<file path="src/rl_ram.sv">
// ----------------------------------------------------------------------------
// rl_ram
// Generic single-clock RAM, one write port, one read port, registered read.
// ----------------------------------------------------------------------------
module rl_ram #(
   parameter int WIDTH  = 8,
   parameter int DEPTH  = 16,
   parameter int ADDR_W = 4
) (
   input  logic              clock,
   input  logic              rd_en,
   input  logic [ADDR_W-1:0] rd_addr,
   output logic [WIDTH-1:0]  rd_data,
   input  logic              wr_en,
   input  logic [ADDR_W-1:0] wr_addr,
   input  logic [WIDTH-1:0]  wr_data
);

   logic [WIDTH-1:0] mem_ff [DEPTH];
   logic [WIDTH-1:0] rd_data_ff;

   always_ff @(posedge clock) begin
      if (wr_en) begin
         mem_ff[wr_addr] <= wr_data;
      end
      if (rd_en) begin
         rd_data_ff <= mem_ff[rd_addr];
      end
   end

   assign rd_data = rd_data_ff;

endmodule

</file>
<file path="config.mk">
export PLATFORM = sky130hd
export DESIGN_NAME = rl_ram
export DESIGN_NICKNAME = d
export VERILOG_FILES = /design/src/rl_ram.sv
export SDC_FILE = /design/constraint.sdc
export NUM_CORES = 1
export LEC_CHECK = 0
export BUFFER_PORTS_ARGS = -buffer_cell sky130_fd_sc_hd__buf_2
export CAP_MARGIN = 30
export CORE_UTILIZATION = 50
export DETAILED_ROUTE_END_ITERATION = 6
export GPL_TIMING_DRIVEN = 0
export HOLD_SLACK_MARGIN = 0.15
export PLACE_DENSITY = 0.68
export SLEW_MARGIN = 20
export SYNTH_ARGS = -nofsm -noshare
export SYNTH_HDL_FRONTEND = slang
export SYNTH_SLANG_ARGS = --single-unit
</file>
<file path="constraint.sdc">
create_clock -name clock -period 5.5 [get_ports clock]
set_input_delay 1.1 -clock clock [delete_from_list [all_inputs] [get_ports clock]]
set_output_delay 1.1 -clock clock [all_outputs]
set_load 0.05 [all_outputs]
</file>
==> qor.yml <==
grt_usage_pct: 19.7
ys_ff_latch: 136
insertion_delay_ns: 0.52
fin_ws_ns: 3.26
grt_pass1_vias: 2469
power.leakage_nw: 2.07
wl_um: 9610
slew_violations: 0
setup_viol: 0
ir_drop_v: 0.000244
tns_ns: 0
final.setup_skew_ns: 0.00525
fp.dieW_um: 104
area_growth_pct: 18.3
fin_nets: 292
synthesis.nets: 248
switchingPower_w: 0.000488
cp_data_required_time_ns: 5.65
crit_fanout: 8
cts_made_buffers: 17
sequentialPowerShare_pct: 46.5
switching_share_pct: 19.4
worst_pin_slew_ns: 0.836
antenna_found_initial: 0
reg2reg_from: "mem_ff[1][0]"
clkPwrFrac_pct: 48.5
p_per_area_nw_per_um2: 408
worstSetupPathType: "in2reg"
post_route_cells_drive_above_1_share_pct: 30.8
postCtsSetupBuffers: 0
pre_cts_slack_ns: 2.73
core.rowCount: 36
grt_first_pass_wirelength_um: 14600
core_um2: 9950
postCtsHoldBufs: 0
fill_cells: 667
clock_sinks: 136
diodes: 0
slew_headroom_pct: 44.0
die_area_um2: 10900
grt_max_degree: 17
worstHoldPathType: "reg2reg"
post_cts_resized: 0
gr-usage-met3_pct: 5.45
dpl.hpwl_um: 5900
ys_types: 18
yosysWarningCount: 0
drtIter0Drc: 127
hp-start: "mem_ff[8][1]"
io_pins: 27
grt_use_met1_pct: 26.0
cts_tree: "done"
drt_pass1_iterations: 4
h-tree-depth: 4
gr-usage-met2_pct: 30.7
cp-start-kind: "primary input"
clk_pin_slew_ns: 0.06
r2r_end: "rd_data[0]"
grt_setup_unrepaired: "false"
wl_per_cell_um: 22.9
ff2ff_path_depth: 3
end_kind: "flop"
synth_area_um2: 5230
crit_arrival_ns: 2.39
syn_area_per_cell_um2: 22.8
grt_busiest_layer: "met2"
status: "finished, final reports clean"
via_count: 2388
fmax_mhz: 446
drv_cap: 0
port_buffers: 25
initial_core_util_pct: 52.5
via_per_inst: 5.70
finalCritPeriodShare_pct: 40.8
hold_violations: 0
cts_buffer_depth: 2
cts-root-buf: "clkbuf_8"
min_to: "rd_data[1]"
die_h_um: 104
synth_seq_area_share_pct: 78.1
min_period_ns: 2.24
netlist_instances: 229
intPower_w: 0.00203
drc: 0
combPwrFrac_pct: 5.0
r2r_slack_ns: 3.90
min_path_cells: 3
globalRouteOverflowTotal: 0
ant_nets: 0
place_congestion: 0.699
synth_stat cells:
cell type        instances  area [um2]
buf_6                    3        33.8
and2_1                   1        6.26
or3b_2                   1        8.76
mux4_2                  18         405
nor3_1                   4        20.0
nand3_1                  1        5.00
nand3b_1                 2        15.0
buf_4                    1        7.51
edfxtp_1               136        4080
and2b_1                  1        7.51
nor2b_1                  1        6.26
nor2_1                  13        48.8
buf_2                    3        15.0
mux4_1                  14         368
clkdlybuf4s25_2          3        30.0
nand2b_1                 2        12.5
a22oi_1                 16         120
nand2_1                  9        33.8
through the flow:
| stage | instances | hold slack (ns) | cell area (um2) | power [W] | utilization [%] |
|---|---|---|---|---|---|
| 2_1_floorplan | 229 | 0.705 | 5230 | 0.00127 | - |
| 5_1_grt | 419 | 0.791 | 6180 | 0.00259 | 62.1 |
| 6_report | 419 | 0.758 | 6180 | 0.00252 | 62.1 |
| 3_5_place_dp | 387 | 0.751 | 5540 | 0.00132 | 55.6 |
| 4_1_cts | 419 | 0.765 | 6180 | 0.00253 | 62.1 |
| 3_3_place_gp | 387 | 0.728 | 5520 | 0.00132 | 55.4 |
layout by cell type, fill, tap and decap left out:
cell,synthesis,final
buf_4,1,1
bufinv_16,0,6
nand3b_1,2,2
buf_2,3,28
mux4_2,18,18
mux4_1,14,14
and2_1,1,1
clkinv_2,0,4
edfxtp_1,136,136
clkinv_4,0,1
nor2b_1,1,1
clkdlybuf4s25_2,3,3
a22oi_1,16,16
nand2_1,9,9
clkbuf_8,0,1
nand2b_1,2,2
clkinvlp_4,0,2
nand3_1,1,1
and2b_1,1,1
nor2_1,13,13
nor3_2,0,4
buf_6,3,3
clkbuf_16,0,16
or3b_2,1,1
clkinv_1,0,2
logic make-up after synthesis:
family / synth area share (%)
AND/OR/NAND/NOR: 3.14
AO/OA/AOI/OAI: 2.30
flip-flops: 78.1
buffers and inverters: 1.65
multiplexers: 14.8
state kept, by name, summed over array words and instances (netlist names):
signal	flops
mem_ff	128
rd_data	8
power by group through the flow:
stage | sequential [W] | clock [W] | combinational, W
after detailed placement | 0.00119 | 0 | 0.000127
after global routing | 0.00118 | 0.00128 | 0.000134
final | 0.00117 | 0.00122 | 0.000126
after floorplan | 0.00121 | 0 | 0.0000589
after global placement | 0.00119 | 0 | 0.000123
after CTS | 0.00117 | 0.00123 | 0.000127
worst max-delay path by stage:
stage	endpoint	slack [ns]	depth (start not counted)	startpoint
2_1_floorplan	mem_ff[0][0]	2.91	2	wr_addr[2]
3_3_place_gp	mem_ff[0][4]	2.34	3	wr_addr[2]
3_5_place_dp	mem_ff[3][2]	2.73	3	wr_addr[2]
4_1_cts	rd_data[5]	3.26	1	rd_data[5]
5_1_grt	mem_ff[3][4]	3.20	3	wr_addr[2]
6_report	mem_ff[3][2]	3.26	3	wr_addr[2]
area by class of cell:
class	instances	area, um2	area share [%]
clock inverters	15	231	3.74
repair buffers	25	125	2.02
flip-flops and latches	136	4080	66.0
plain buffers	10	86.3	1.40
well taps	133	166	2.69
clock buffers	17	414	6.70
multi-input cells	83	1080	17.4
critical path, cell delays in order:
cell    delay, ns
buf_2        0.11
or3b_2       0.54
nor2_1       0.63
per-layer routing:
layer  vias up  part of all wire [%]
li1       1069                     -
met1      1232                    44
met2        71                    49
met3        16                   4.5
met4         0                   2.3
met5         -                     0
No activity file was read; power rests on OpenSTA's default activity.
