[src/rl_pkg.sv]
// ----------------------------------------------------------------------------
// rl_pkg
// Shared types and constants for the per-source connection rate limiter.
// ----------------------------------------------------------------------------
package rl_pkg;

   localparam int TABLE_ENTRIES = 256;
   localparam int IDX_W         = (TABLE_ENTRIES > 1) ? $clog2(TABLE_ENTRIES) : 1;
   localparam int CNT_W         = $clog2(TABLE_ENTRIES + 1);

   localparam int ADDR_W        = 32;
   localparam int ATT_W         = 16;
   localparam int STATUS_W      = 3;
   localparam int CSR_IDX_W     = 4;
   localparam int CSR_DATA_W    = 16;

   localparam logic [CSR_IDX_W-1:0] CSR_ATTEMPT_LIMIT     = CSR_IDX_W'(0);
   localparam logic [CSR_IDX_W-1:0] CSR_PREVENTION_ENABLE = CSR_IDX_W'(1);

   localparam logic CMD_ATTEMPT = 1'b0;
   localparam logic CMD_CLEAR   = 1'b1;

   localparam logic [STATUS_W-1:0] ST_NEW     = 3'd0;
   localparam logic [STATUS_W-1:0] ST_COUNTED = 3'd1;
   localparam logic [STATUS_W-1:0] ST_OVER    = 3'd2;
   localparam logic [STATUS_W-1:0] ST_FULL    = 3'd3;
   localparam logic [STATUS_W-1:0] ST_CLEARED = 3'd4;
   localparam logic [STATUS_W-1:0] ST_BYPASS  = 3'd5;

   localparam logic [ATT_W-1:0] LIMIT_RESET  = ATT_W'(5);
   localparam logic [ATT_W-1:0] ATT_MAX      = {ATT_W{1'b1}};
   localparam logic [ATT_W-1:0] ATT_ONE      = ATT_W'(1);

   typedef struct packed {
      logic [ADDR_W-1:0] address;
      logic [ATT_W-1:0]  attempts;
   } entry_type;

   localparam int ENTRY_W = $bits(entry_type);

   typedef struct packed {
      logic [ATT_W-1:0] attempt_limit;
      logic             prevention_enable;
   } cfg_type;

   typedef struct packed {
      logic             rd_en;
      logic [IDX_W-1:0] rd_addr;
      logic             wr_en;
      logic [IDX_W-1:0] wr_addr;
      entry_type        wr_data;
   } ram_req_type;

endpackage

[src/rl_csr.sv]
// ----------------------------------------------------------------------------
// rl_csr
// Configuration registers: attempt limit and prevention enable.
// ----------------------------------------------------------------------------
module rl_csr (
   input  logic                           clock,
   input  logic                           reset,
   input  logic                           csr_valid,
   output logic                           csr_ready,
   input  logic [rl_pkg::CSR_IDX_W-1:0]   csr_index,
   input  logic [rl_pkg::CSR_DATA_W-1:0]  csr_data,
   output rl_pkg::cfg_type                cfg
);

   rl_pkg::cfg_type cfg_ff;
   rl_pkg::cfg_type cfg_in;

   always_comb begin
      cfg_in = cfg_ff;
      if (csr_valid) begin
         case (csr_index)
            rl_pkg::CSR_ATTEMPT_LIMIT: begin
               cfg_in.attempt_limit = csr_data[rl_pkg::ATT_W-1:0];
            end
            rl_pkg::CSR_PREVENTION_ENABLE: begin
               cfg_in.prevention_enable = csr_data[0];
            end
            default: begin
               cfg_in = cfg_ff;
            end
         endcase
      end
   end

   always_ff @(posedge clock) begin
      if (reset) begin
         cfg_ff.attempt_limit     <= rl_pkg::LIMIT_RESET;
         cfg_ff.prevention_enable <= 1'b1;
      end else begin
         cfg_ff <= cfg_in;
      end
   end

   assign csr_ready = 1'b1;
   assign cfg       = cfg_ff;

endmodule

[config.mk]
export PLATFORM = sky130hd
export DESIGN_NAME = rl_csr
export DESIGN_NICKNAME = d
export VERILOG_FILES = /design/src/rl_pkg.sv /design/src/rl_csr.sv
export SDC_FILE = /design/constraint.sdc
export NUM_CORES = 1
export LEC_CHECK = 0
export BUFFER_PORTS_ARGS = -buffer_cell sky130_fd_sc_hd__buf_2
export CAP_MARGIN = 30
export CORE_MARGIN = 2
export CORE_UTILIZATION = 35
export CTS_CLUSTER_DIAMETER = 200
export CTS_CLUSTER_SIZE = 12
export DETAILED_ROUTE_END_ITERATION = 6
export PLACE_DENSITY_LB_ADDON = 0.05
export SKIP_LAST_GASP = 1
export SLEW_MARGIN = 25
export SYNTH_ARGS = -nofsm -noshare
export SYNTH_HDL_FRONTEND = slang
export SYNTH_SLANG_ARGS = --single-unit
[constraint.sdc]
create_clock -name clock -period 1.81 [get_ports clock]
set_clock_uncertainty 0.15 [all_clocks]
set_input_delay 0.543 -clock clock [delete_from_list [all_inputs] [get_ports clock]]
set_output_delay 0.543 -clock clock [all_outputs]
set_load 0.02 [all_outputs]
==> flow_results.org <==
** Timing
- After layout, the minimum clock period comes to 1490 ps.
- Final count of pins violating max slew :: 0
- The count of endpoints failing hold in the final timing report was 0.
- Static timing analysis puts the maximum clock frequency at 673 MHz.
- Final hold analysis gives a worst-case slack of 321 ps.
- Total setup violations reported at the end of the flow :: 0
- Setup total negative slack on the finished layout was measured at 0 ps.
- Final worst path period share :: 0.822
- Setup repair after global routing left no endpoint under its margin.

** Floorplanning
- Initial Util :: 0.364
- After floorplanning, the core was divided into 17 placement rows.
- Width of the die :: 51.5 µm
- The die covers 2650 µm².
- Core region area :: 2170 µm²
- Die height :: 51.5 µm
- In this run the count of I/O pins placed on the die edge is 41.

** Clock tree
- The number of setup buffers added after CTS is 0.
- Number of resized instances in the post-cts repair step :: 0
- The clock net in this run drives a total of 17 sinks.
- Clock-pin slew was measured on the worst setup and hold paths at 90 ps.
- Hold buffers post-CTS :: 0
- Clock insertion delay at the later pin of the skew report :: 280 ps
- TritonCTS built the clock tree.
- In this run the deepest clock path goes through 2 buffers.
- Clock tree synthesis inserted a total of 3 buffers.
- In this run the number of H-tree levels came out at 1.
- The cell sitting at the root of the clock tree is a sky130_fd_sc_hd__clkbuf_4.

** Logic synthesis
- Warning count from the yosys run :: 0
- The number of nets in the synthesized netlist is 99.
- Share of synthesized area occupied by flip-flops and latches :: 0.431
- By area the synthesized netlist is led by sky130_fd_sc_hd__dfxtp_1 43%, sky130_fd_sc_hd__nand2b_1 22%, sky130_fd_sc_hd__mux2i_1 20%.
- Synthesized flop and latch total :: 17
- Largest area contributor in the synthesized netlist :: sky130_fd_sc_hd__dfxtp_1
- Cell variety after synth :: 13
- Averaged over all synthesized cells, the footprint is 10.4 µm².
- Of the post-synthesis cell area, the dominant cell type holds 0.431.
- The synthesized netlist occupies a cell area of 790 µm².
- Synthesis produced 76 cells.

** Pwr
- In this run the power density over the cells is 641 nW/µm².
- Across the VDD grid, the largest voltage drop is 0.275 mV.
- Sw frac :: 0.225
- Leakage :: 0.441 nW
- Sequential cell fraction of total power :: 0.585
- In this run the power spent charging and discharging nets is 0.146 mW.
- Cell internal pwr :: 0.505 mW
- Of the total power, combinational logic draws 0.117.
- Of the total power, the clock network draws 0.298.

** GRT
- The first global-routing pass estimated 2530 µm of wire.
- The number of global-route vias before repair is 593.
- All-Layer GR Usage :: 0.129
- For this run the aggregate overflow at the end of global routing stands at 0.
- Maximum number of pins on one net before global-route repair :: 34
- Initial antenna violation count :: 0

** Routing
- For this block, the initial DRC count from the detailed router was 2.
- In the routed layout, each cell is associated on average with a via count of 4.34.
- For this block, the routed nets add up to 1510 µm of wire.
- Once detail routing completed, the nets flagged for antenna violations numbered 0.
- Routed vias :: 616
- Before antenna repair, the detailed router went through 2 iterations.
- In the final routed layout, each cell accounts on average for 10.6 µm.
- DRC violation count after routing :: 0

** Finish
- Number of nets in the layout :: 138
- Synth-to-layout area growth :: 28.7%
- Counting the fill cells in the layout gives 239.
- The register with the most flip-flops in the layout has 17 of them.
- Number of antenna repair diodes :: 0
- Fraction of layout instances using a drive strength above 1 :: 0.386

** Run status
- The run finished with clean final reports.

** Setup path
- Max FO, Critical Path :: 2
- Grouping stages by cell kind, the critical path spends the most delay in flip-flops.
- Sum of buffers and inverters on the critical path :: 1
- Cells traversed along the worst timing path :: buf_2
- Setup Crit Path Kind :: flip-flop to output port
- Required time of the worst setup path :: 1120 ps
- Kind of end point of the critical path :: output port
- Crit path max-delay cell type :: sky130_fd_sc_hd__dfxtp_1
- STA puts the critical path data arrival time at 790 ps.
- Type of origin of the critical path :: flip-flop
- In this design, the stage delay of the slowest critical-path cell is 350 ps.

** Job
- The tool flagged a number of max-cap violations equal to 0.

** Placed design
- Final Wtd Congestion :: 0.605
- During placement, the flow inserted port buffers numbering 39.
- Detailed placement ended at an HPWL of 1090 µm.

** Min path
- The min-delay analysis places its worst path in the category input port to flip-flop.
-- power by group through the flow --
stage               logic (mW)  registers [mW]  clock network (mW)
floorplan               0.0388           0.396                   0
global placement        0.0755           0.390                   0
global route            0.0849           0.382               0.221
detailed placement      0.0772           0.390                   0
CTS                     0.0774           0.381               0.205
finish                  0.0763           0.381               0.194
-- worst paths after layout --
path | start | to | slack (ps) | depth (start not counted)
worst max-delay path | cfg[9]$_SDFFE_PP0P_ | cfg[9] | 320 | 1
worst min-delay path | csr_index[0] | cfg[0]$_SDFFE_PP1P_ | 320 | 2
worst max register to register | cfg[0]$_SDFFE_PP1P_ | cfg[0]$_SDFFE_PP1P_ | 1000 | 2
worst min register to register | cfg[4]$_SDFFE_PP0P_ | cfg[4]$_SDFFE_PP0P_ | 320 | 2
-- layout by cell type (no fill, tap or decap), drive strengths merged, types with 4 or more instances in the layout --
cell type | netlist | routed
buf | 3 | 40
mux2i | 16 | 16
dfxtp | 17 | 17
clkbuf | 3 | 4
nor2 | 4 | 4
nand2b | 28 | 28
-- cells by family (layout without fill, tap and decap cells) --
kind of cell | after synthesis | after routing | share of synthesized area
simple gates | 34 | 34 | 0.281
other cells | 1 | 1 | 0.00475
buf+inv | 6 | 44 | 0.0634
flops | 17 | 17 | 0.431
mux | 16 | 16 | 0.203
compound gates | 2 | 2 | 0.0174
-- metal layers --
metal	routed length (µm)	track usage	part of all wire
met5	0	0	0
met4	13	0.0658	0.0086
met3	107	0.0287	0.071
met2	740	0.218	0.49
met1	650	0.153	0.43
-- synth_stat cells --
cell,instances
sky130_fd_sc_hd__nor2_1,4
sky130_fd_sc_hd__clkbuf_1,3
sky130_fd_sc_hd__a31oi_1,1
sky130_fd_sc_hd__buf_4,1
sky130_fd_sc_hd__buf_6,1
sky130_fd_sc_hd__and2b_1,1
sky130_fd_sc_hd__dfxtp_1,17
sky130_fd_sc_hd__nand2b_1,28
sky130_fd_sc_hd__conb_1,1
sky130_fd_sc_hd__mux2i_1,16
sky130_fd_sc_hd__a211oi_1,1
sky130_fd_sc_hd__nor4b_4,1
sky130_fd_sc_hd__buf_12,1
-- metrics by stage --
step	instances	utilization	setup WS (ps)	cell area, µm²	total power [mW]
after detailed placement	138	0.456	41.4	990	0.467
after global placement	138	0.456	64.6	990	0.465
after CTS	142	0.468	307	1020	0.664
final	142	0.468	323	1020	0.651
after global routing	142	0.468	254	1020	0.688
after floorplan	76	-	175	790	0.434
-- cell type report --
class                           instances  area, µm²  area share
Clock buffer                            4       26.3      0.0259
Timing Repair Buffer                   40        215       0.212
Multi-Input combinational cell         53        399       0.393
Sequential cell                        17        340       0.335
Tap cell                               28       35.0      0.0345
Power figures use the tool's default switching activity.
