==> config.mk <==
export PLATFORM = sky130hd
export DESIGN_NAME = rl_engine
export DESIGN_NICKNAME = d
export VERILOG_FILES = /design/src/rl_pkg.sv /design/src/rl_engine.sv
export SDC_FILE = /design/constraint.sdc
export NUM_CORES = 1
export LEC_CHECK = 0
export BUFFER_PORTS_ARGS = -buffer_cell sky130_fd_sc_hd__clkbuf_2
export CORE_ASPECT_RATIO = 1.5
export CORE_UTILIZATION = 40
export CTS_CLUSTER_DIAMETER = 200
export DETAILED_ROUTE_END_ITERATION = 6
export PLACE_DENSITY_LB_ADDON = 0.15
export SLEW_MARGIN = 10
export SYNTH_ARGS = -nofsm -noshare
export SYNTH_HDL_FRONTEND = slang
export SYNTH_SLANG_ARGS = --single-unit
==> constraint.sdc <==
create_clock -name clock -period 3.2 [get_ports clock]
set_input_delay 0.16 -clock clock [delete_from_list [all_inputs] [get_ports clock]]
set_output_delay 0.16 -clock clock [all_outputs]
set_load 0.01 [all_outputs]
==> src/rl_pkg.sv <==
// ----------------------------------------------------------------------------
// rl_pkg
// Shared types and constants for the per-source connection rate limiter.
// ----------------------------------------------------------------------------
package rl_pkg;

   localparam int TABLE_ENTRIES = 256;
   localparam int IDX_W         = (TABLE_ENTRIES > 1) ? $clog2(TABLE_ENTRIES) : 1;
   localparam int CNT_W         = $clog2(TABLE_ENTRIES + 1);

   localparam int ADDR_W        = 32;
   localparam int ATT_W         = 16;
   localparam int STATUS_W      = 3;
   localparam int CSR_IDX_W     = 4;
   localparam int CSR_DATA_W    = 16;

   localparam logic [CSR_IDX_W-1:0] CSR_ATTEMPT_LIMIT     = CSR_IDX_W'(0);
   localparam logic [CSR_IDX_W-1:0] CSR_PREVENTION_ENABLE = CSR_IDX_W'(1);

   localparam logic CMD_ATTEMPT = 1'b0;
   localparam logic CMD_CLEAR   = 1'b1;

   localparam logic [STATUS_W-1:0] ST_NEW     = 3'd0;
   localparam logic [STATUS_W-1:0] ST_COUNTED = 3'd1;
   localparam logic [STATUS_W-1:0] ST_OVER    = 3'd2;
   localparam logic [STATUS_W-1:0] ST_FULL    = 3'd3;
   localparam logic [STATUS_W-1:0] ST_CLEARED = 3'd4;
   localparam logic [STATUS_W-1:0] ST_BYPASS  = 3'd5;

   localparam logic [ATT_W-1:0] LIMIT_RESET  = ATT_W'(5);
   localparam logic [ATT_W-1:0] ATT_MAX      = {ATT_W{1'b1}};
   localparam logic [ATT_W-1:0] ATT_ONE      = ATT_W'(1);

   typedef struct packed {
      logic [ADDR_W-1:0] address;
      logic [ATT_W-1:0]  attempts;
   } entry_type;

   localparam int ENTRY_W = $bits(entry_type);

   typedef struct packed {
      logic [ATT_W-1:0] attempt_limit;
      logic             prevention_enable;
   } cfg_type;

   typedef struct packed {
      logic             rd_en;
      logic [IDX_W-1:0] rd_addr;
      logic             wr_en;
      logic [IDX_W-1:0] wr_addr;
      entry_type        wr_data;
   } ram_req_type;

endpackage

==> src/rl_engine.sv <==
// ----------------------------------------------------------------------------
// rl_engine
// Sequencer: scans the occupied prefix of the table one entry a cycle, then
// updates or appends an entry unless over limit or full; posts the result word.
// ----------------------------------------------------------------------------
module rl_engine (
   input  logic                          clock,
   input  logic                          reset,
   input  rl_pkg::cfg_type               cfg,
   input  logic                          req_valid,
   output logic                          req_ready,
   input  logic                          req_command,
   input  logic [rl_pkg::ADDR_W-1:0]     req_source_address,
   output logic                          rsp_valid,
   input  logic                          rsp_ready,
   output logic                          rsp_blocked,
   output logic [rl_pkg::STATUS_W-1:0]   rsp_status,
   output rl_pkg::ram_req_type           ram_req,
   input  rl_pkg::entry_type             rd_data
);

   typedef enum logic [1:0] {S_IDLE, S_SCAN, S_DONE} state_type;

   localparam logic [rl_pkg::CNT_W-1:0] ENTRIES_CNT = rl_pkg::CNT_W'(rl_pkg::TABLE_ENTRIES);
   localparam logic [rl_pkg::CNT_W-1:0] CNT_ONE     = rl_pkg::CNT_W'(1);

   state_type                     state_ff, state_in;
   logic [rl_pkg::ADDR_W-1:0]     addr_ff, addr_in;
   logic [rl_pkg::CNT_W-1:0]      issue_ff, issue_in;
   logic                          pend_ff, pend_in;
   logic [rl_pkg::IDX_W-1:0]      pidx_ff, pidx_in;
   logic [rl_pkg::CNT_W-1:0]      count_ff, count_in;
   logic                          res_blocked_ff, res_blocked_in;
   logic [rl_pkg::STATUS_W-1:0]   res_status_ff, res_status_in;
   logic                          rsp_valid_ff, rsp_valid_in;
   logic                          rsp_blocked_ff, rsp_blocked_in;
   logic [rl_pkg::STATUS_W-1:0]   rsp_status_ff, rsp_status_in;
   logic                          hit;

   assign hit = pend_ff && (rd_data.address == addr_ff);

   always_comb begin
      state_in       = state_ff;
      addr_in        = addr_ff;
      issue_in       = issue_ff;
      pend_in        = pend_ff;
      pidx_in        = pidx_ff;
      count_in       = count_ff;
      res_blocked_in = res_blocked_ff;
      res_status_in  = res_status_ff;
      rsp_valid_in   = rsp_valid_ff;
      rsp_blocked_in = rsp_blocked_ff;
      rsp_status_in  = rsp_status_ff;
      ram_req        = '0;

      if (rsp_valid_ff && rsp_ready) begin
         rsp_valid_in = 1'b0;
      end

      case (state_ff)
         S_IDLE: begin
            if (req_valid) begin
               if (req_command == rl_pkg::CMD_CLEAR) begin
                  count_in       = '0;
                  res_blocked_in = 1'b0;
                  res_status_in  = rl_pkg::ST_CLEARED;
                  state_in       = S_DONE;
               end else if (!cfg.prevention_enable) begin
                  res_blocked_in = 1'b0;
                  res_status_in  = rl_pkg::ST_BYPASS;
                  state_in       = S_DONE;
               end else begin
                  addr_in  = req_source_address;
                  issue_in = '0;
                  pend_in  = 1'b0;
                  state_in = S_SCAN;
               end
            end
         end
         S_SCAN: begin
            if (hit) begin
               pend_in = 1'b0;
               if (rd_data.attempts >= cfg.attempt_limit) begin
                  res_blocked_in = 1'b1;
                  res_status_in  = rl_pkg::ST_OVER;
               end else begin
                  ram_req.wr_en            = 1'b1;
                  ram_req.wr_addr          = pidx_ff;
                  ram_req.wr_data.address  = addr_ff;
                  ram_req.wr_data.attempts = (rd_data.attempts == rl_pkg::ATT_MAX) ?
                                             rd_data.attempts :
                                             rd_data.attempts + rl_pkg::ATT_ONE;
                  res_blocked_in = 1'b0;
                  res_status_in  = rl_pkg::ST_COUNTED;
               end
               state_in = S_DONE;
            end else if (issue_ff < count_ff) begin
               ram_req.rd_en   = 1'b1;
               ram_req.rd_addr = issue_ff[rl_pkg::IDX_W-1:0];
               pend_in         = 1'b1;
               pidx_in         = issue_ff[rl_pkg::IDX_W-1:0];
               issue_in        = issue_ff + CNT_ONE;
            end else begin
               pend_in = 1'b0;
               if (count_ff == ENTRIES_CNT) begin
                  res_blocked_in = 1'b1;
                  res_status_in  = rl_pkg::ST_FULL;
               end else begin
                  ram_req.wr_en            = 1'b1;
                  ram_req.wr_addr          = count_ff[rl_pkg::IDX_W-1:0];
                  ram_req.wr_data.address  = addr_ff;
                  ram_req.wr_data.attempts = rl_pkg::ATT_ONE;
                  count_in                 = count_ff + CNT_ONE;
                  res_blocked_in           = 1'b0;
                  res_status_in            = rl_pkg::ST_NEW;
               end
               state_in = S_DONE;
            end
         end
         S_DONE: begin
            if (!rsp_valid_ff || rsp_ready) begin
               rsp_valid_in   = 1'b1;
               rsp_blocked_in = res_blocked_ff;
               rsp_status_in  = res_status_ff;
               state_in       = S_IDLE;
            end
         end
         default: begin
            state_in = S_IDLE;
         end
      endcase
   end

   always_ff @(posedge clock) begin
      if (reset) begin
         state_ff     <= S_IDLE;
         issue_ff     <= '0;
         pend_ff      <= 1'b0;
         count_ff     <= '0;
         rsp_valid_ff <= 1'b0;
      end else begin
         state_ff     <= state_in;
         issue_ff     <= issue_in;
         pend_ff      <= pend_in;
         count_ff     <= count_in;
         rsp_valid_ff <= rsp_valid_in;
      end
      addr_ff        <= addr_in;
      pidx_ff        <= pidx_in;
      res_blocked_ff <= res_blocked_in;
      res_status_ff  <= res_status_in;
      rsp_blocked_ff <= rsp_blocked_in;
      rsp_status_ff  <= rsp_status_in;
   end

   assign req_ready   = (state_ff == S_IDLE);
   assign rsp_valid   = rsp_valid_ff;
   assign rsp_blocked = rsp_blocked_ff;
   assign rsp_status  = rsp_status_ff;

   a_count_bound: assert property (@(posedge clock) disable iff (reset)
      count_ff <= ENTRIES_CNT)
      else $error("occupancy above table size");

   a_issue_bound: assert property (@(posedge clock) disable iff (reset)
      (state_ff == S_SCAN) |-> issue_ff <= count_ff)
      else $error("scan index past occupied entries");

   a_write_in_scan: assert property (@(posedge clock) disable iff (reset)
      ram_req.wr_en |-> (state_ff == S_SCAN) && !ram_req.rd_en)
      else $error("table write outside scan");

   a_clear_empties: assert property (@(posedge clock) disable iff (reset)
      (req_valid && req_ready && req_command == rl_pkg::CMD_CLEAR) |=> count_ff == '0)
      else $error("clear left entries");

   a_append_grows: assert property (@(posedge clock) disable iff (reset)
      (state_ff == S_SCAN && state_in == S_DONE && res_status_in == rl_pkg::ST_NEW)
      |=> count_ff == $past(count_ff) + CNT_ONE)
      else $error("new entry without occupancy step");

endmodule

==> impl_metrics.env <==
export IMPL_cts_tree="done"
export IMPL_grt_usage_pct=22.92
export IMPL_synthFlopType="edfxtp_1"
export IMPL_endpoint_kind="primary output"
export IMPL_grt_max_degree=48
export IMPL_fin_nets=794
export IMPL_grt_pass1_vias=4402
export IMPL_finalWirelength_um=12690
export IMPL_area_growth_pct=34.13
export IMPL_insertion_delay_ns=0.34
export IMPL_synth_distinct_cells=55
export IMPL_synth_top_area_share_pct=30.51
export IMPL_gr_total_overflow=0
export IMPL_clk_pin_slew_worst_paths_ns=0.05
export IMPL_ys_seq_area_share_pct=40.23
export IMPL_rrSetupSlack_ns=0.64
export IMPL_hold_path_class="primary input to flop"
export IMPL_synth_area_um2=4528
export IMPL_status="complete, no violations"
export IMPL_cts_root_buf="clkbuf_16"
export IMPL_pin_count=174
export IMPL_crit_type="flop to primary output"
export IMPL_synth_common_cells="edfxtp_1 (46), inv_1 (43), xnor2_1 (34)"
export IMPL_place_congestion=0.8538
export IMPL_fin_crit_ns=2.971
export IMPL_die_width_um=88.87
export IMPL_tns_ns=0
export IMPL_core_um2=11060
export IMPL_powerDensity_nw_per_um2=360.1
export IMPL_yosys_warnings=0
export IMPL_syn_nets=602
export IMPL_antenna_left=0
export IMPL_ir_drop_v=0.0003642
export IMPL_ys_seq_elements=68
export IMPL_setup_viol=0
export IMPL_htree_levels=3
export IMPL_critPathRequiredTime_ns=3.04
export IMPL_max_cap_violations=0
export IMPL_fin_area_um2=6073
export IMPL_worst_slew_pin_slew_ns=0.7158
export IMPL_synthArstFlopShare_pct=0
export IMPL_post_place_ws_ns=0.4653
export IMPL_synth_cells=472
export IMPL_skew_ns=0.007248
export IMPL_drt_iter0_drc=219
export IMPL_fin_cells=816
export IMPL_cp_arrival_ns=2.81
export IMPL_clock_path_buffers=2
export IMPL_rsz0062_at_grt="false"
export IMPL_max_freq_mhz=336.6
export IMPL_place_area_um2=5559
export IMPL_via_per_inst=5.283
export IMPL_vias=4311
export IMPL_drive_gt1_share_pct=31.84
export IMPL_place_hpwl_um=9933
export IMPL_synth_most_common_cell="edfxtp_1"
export IMPL_route_detailed_drc=0
export IMPL_fin_total_pwr_mw=2.187
export IMPL_whs_ns=0.004483
export IMPL_port_buffers=173
export IMPL_timing_final_max_slew_violations=0
export IMPL_max_slew_margin_rel_pct=52.00
export IMPL_antenna_cells=0
export IMPL_numCtsBuffers=9
export IMPL_final_period_utilization_pct=92.84
export IMPL_fp_dieH_um=132.3
export IMPL_start_util_pct=40.96
export IMPL_avgSynthCellArea_um2=9.593
export IMPL_yosys_area_top_type="edfxtp_1"
export IMPL_synth_top_cells_by_area="edfxtp_1 (31%), dfxtp_1 (9.7%), ha_1 (7.7%)"
export IMPL_cts_sinks=68
export IMPL_first_pass_iters=4
export IMPL_hold_viol_final=0
export IMPL_post_cts_setup_buffers=0
export IMPL_p_leak_nw=2.654
export IMPL_antenna_found_initial=0
export IMPL_fin_util_pct=54.93
export IMPL_synth_edf_count=46
export IMPL_dp_cells=780
export IMPL_die_area_um2=11760
export IMPL_crit_fanout=32
export IMPL_cp_start_kind="flop"
export IMPL_fin_ws_ns=0.2290
export IMPL_grt_pass1_wl_um=20650
export IMPL_num_rows=47
export IMPL_wl_per_cell_um=15.56
## worst paths after layout
| check | end | from | depth (start not counted) |
|---|---|---|---|
| worst max-delay path | ram_req[29] | addr_ff[22] | 8 |
| worst min-delay path | addr_ff[24] | req_source_address[24] | 1 |
| worst max register to register | pidx_ff[1] | addr_ff[22] | 7 |
| worst min register to register | rsp_status[0] | res_status_ff[0] | 0 |
## state kept, by name (all words and copies together) (netlist names)
signal	cells
rsp_valid	1
pidx_ff	8
addr_ff	32
rsp_status	3
state_ff	2
count_ff	9
res_status_ff	3
pend_ff	1
issue_ff	9
## logic make-up (layout without fill, tap and decap cells)
logic type | after synthesis | count (layout) | share of synthesized area [%]
adder cells (fa/ha/maj) | 28 | 28 | 7.737
buffers and inverters | 66 | 263 | 6.217
AND/OR/NAND/NOR | 146 | 146 | 18.21
AO/OA/AOI/OAI | 117 | 117 | 18.40
multiplexers | 4 | 4 | 0.8843
XOR/XNOR | 43 | 43 | 8.317
flip-flops | 68 | 68 | 40.23
## report_power, final
group / switching (mW) / internal (mW)
registers: 0.0110 / 0.959
clock network: 0.367 / 0.568
logic: 0.145 / 0.138
## layer usage
metal / global-route usage, % / wire [µm] / up-vias
li1: - / - / 2133
met1: 25.39 / 4804 / 2005
met2: 42.14 / 6868 / 152
met3: 4.446 / 730 / 21
met4: 8.065 / 290 / 0
met5: 0 / 0 / -
## worst max-delay path, cell delays in order, from the launching register on
cell,delay (ns)
edfxtp_1,0.40
xor2_1,0.19
or4_4,0.54
nor4_4,0.38
a31oi_1,0.18
nand3_2,0.28
buf_12,0.21
a21boi_0,0.12
clkbuf_2,0.16
## repair_timing
item | in CTS | in global routing
setup endpoints to repair | 0 | 35
hold endpoints to repair | 20 | 0
gates resized for setup | 0 | 5
hold buffers | 20 | 0
## final cells by class
type                            count  area (µm²)
Fill cell                        1066        4982
Multi-Input combinational cell    338        2465
Sequential cell                    68        1822
Timing Repair Buffer              204        1161
Clock buffer                       12       257.7
Tap cell                          147       183.9
Inverter                           43       161.4
Clock inverter                      4       22.52
## placed cells by master (no fill, tap or decap), drive strengths merged, types with 6 or more instances in the layout
cell and n:
dfxtp 22, nand4b 6, xnor2 34, nor3 11, xor2 9, o22ai 9, inv 43, ha 28
buf 11, nand2 16, a21o 7, edfxtp 46, nor2 27, a21boi 32, a21oi 26, clkbuf 185
nand4 13, dlygate4sd3 20, a31oi 7, nand3 22, o211ai 10, and3 12, nor4 8, nand2b 8
Note: power is estimated with default switching activity, not from simulation.
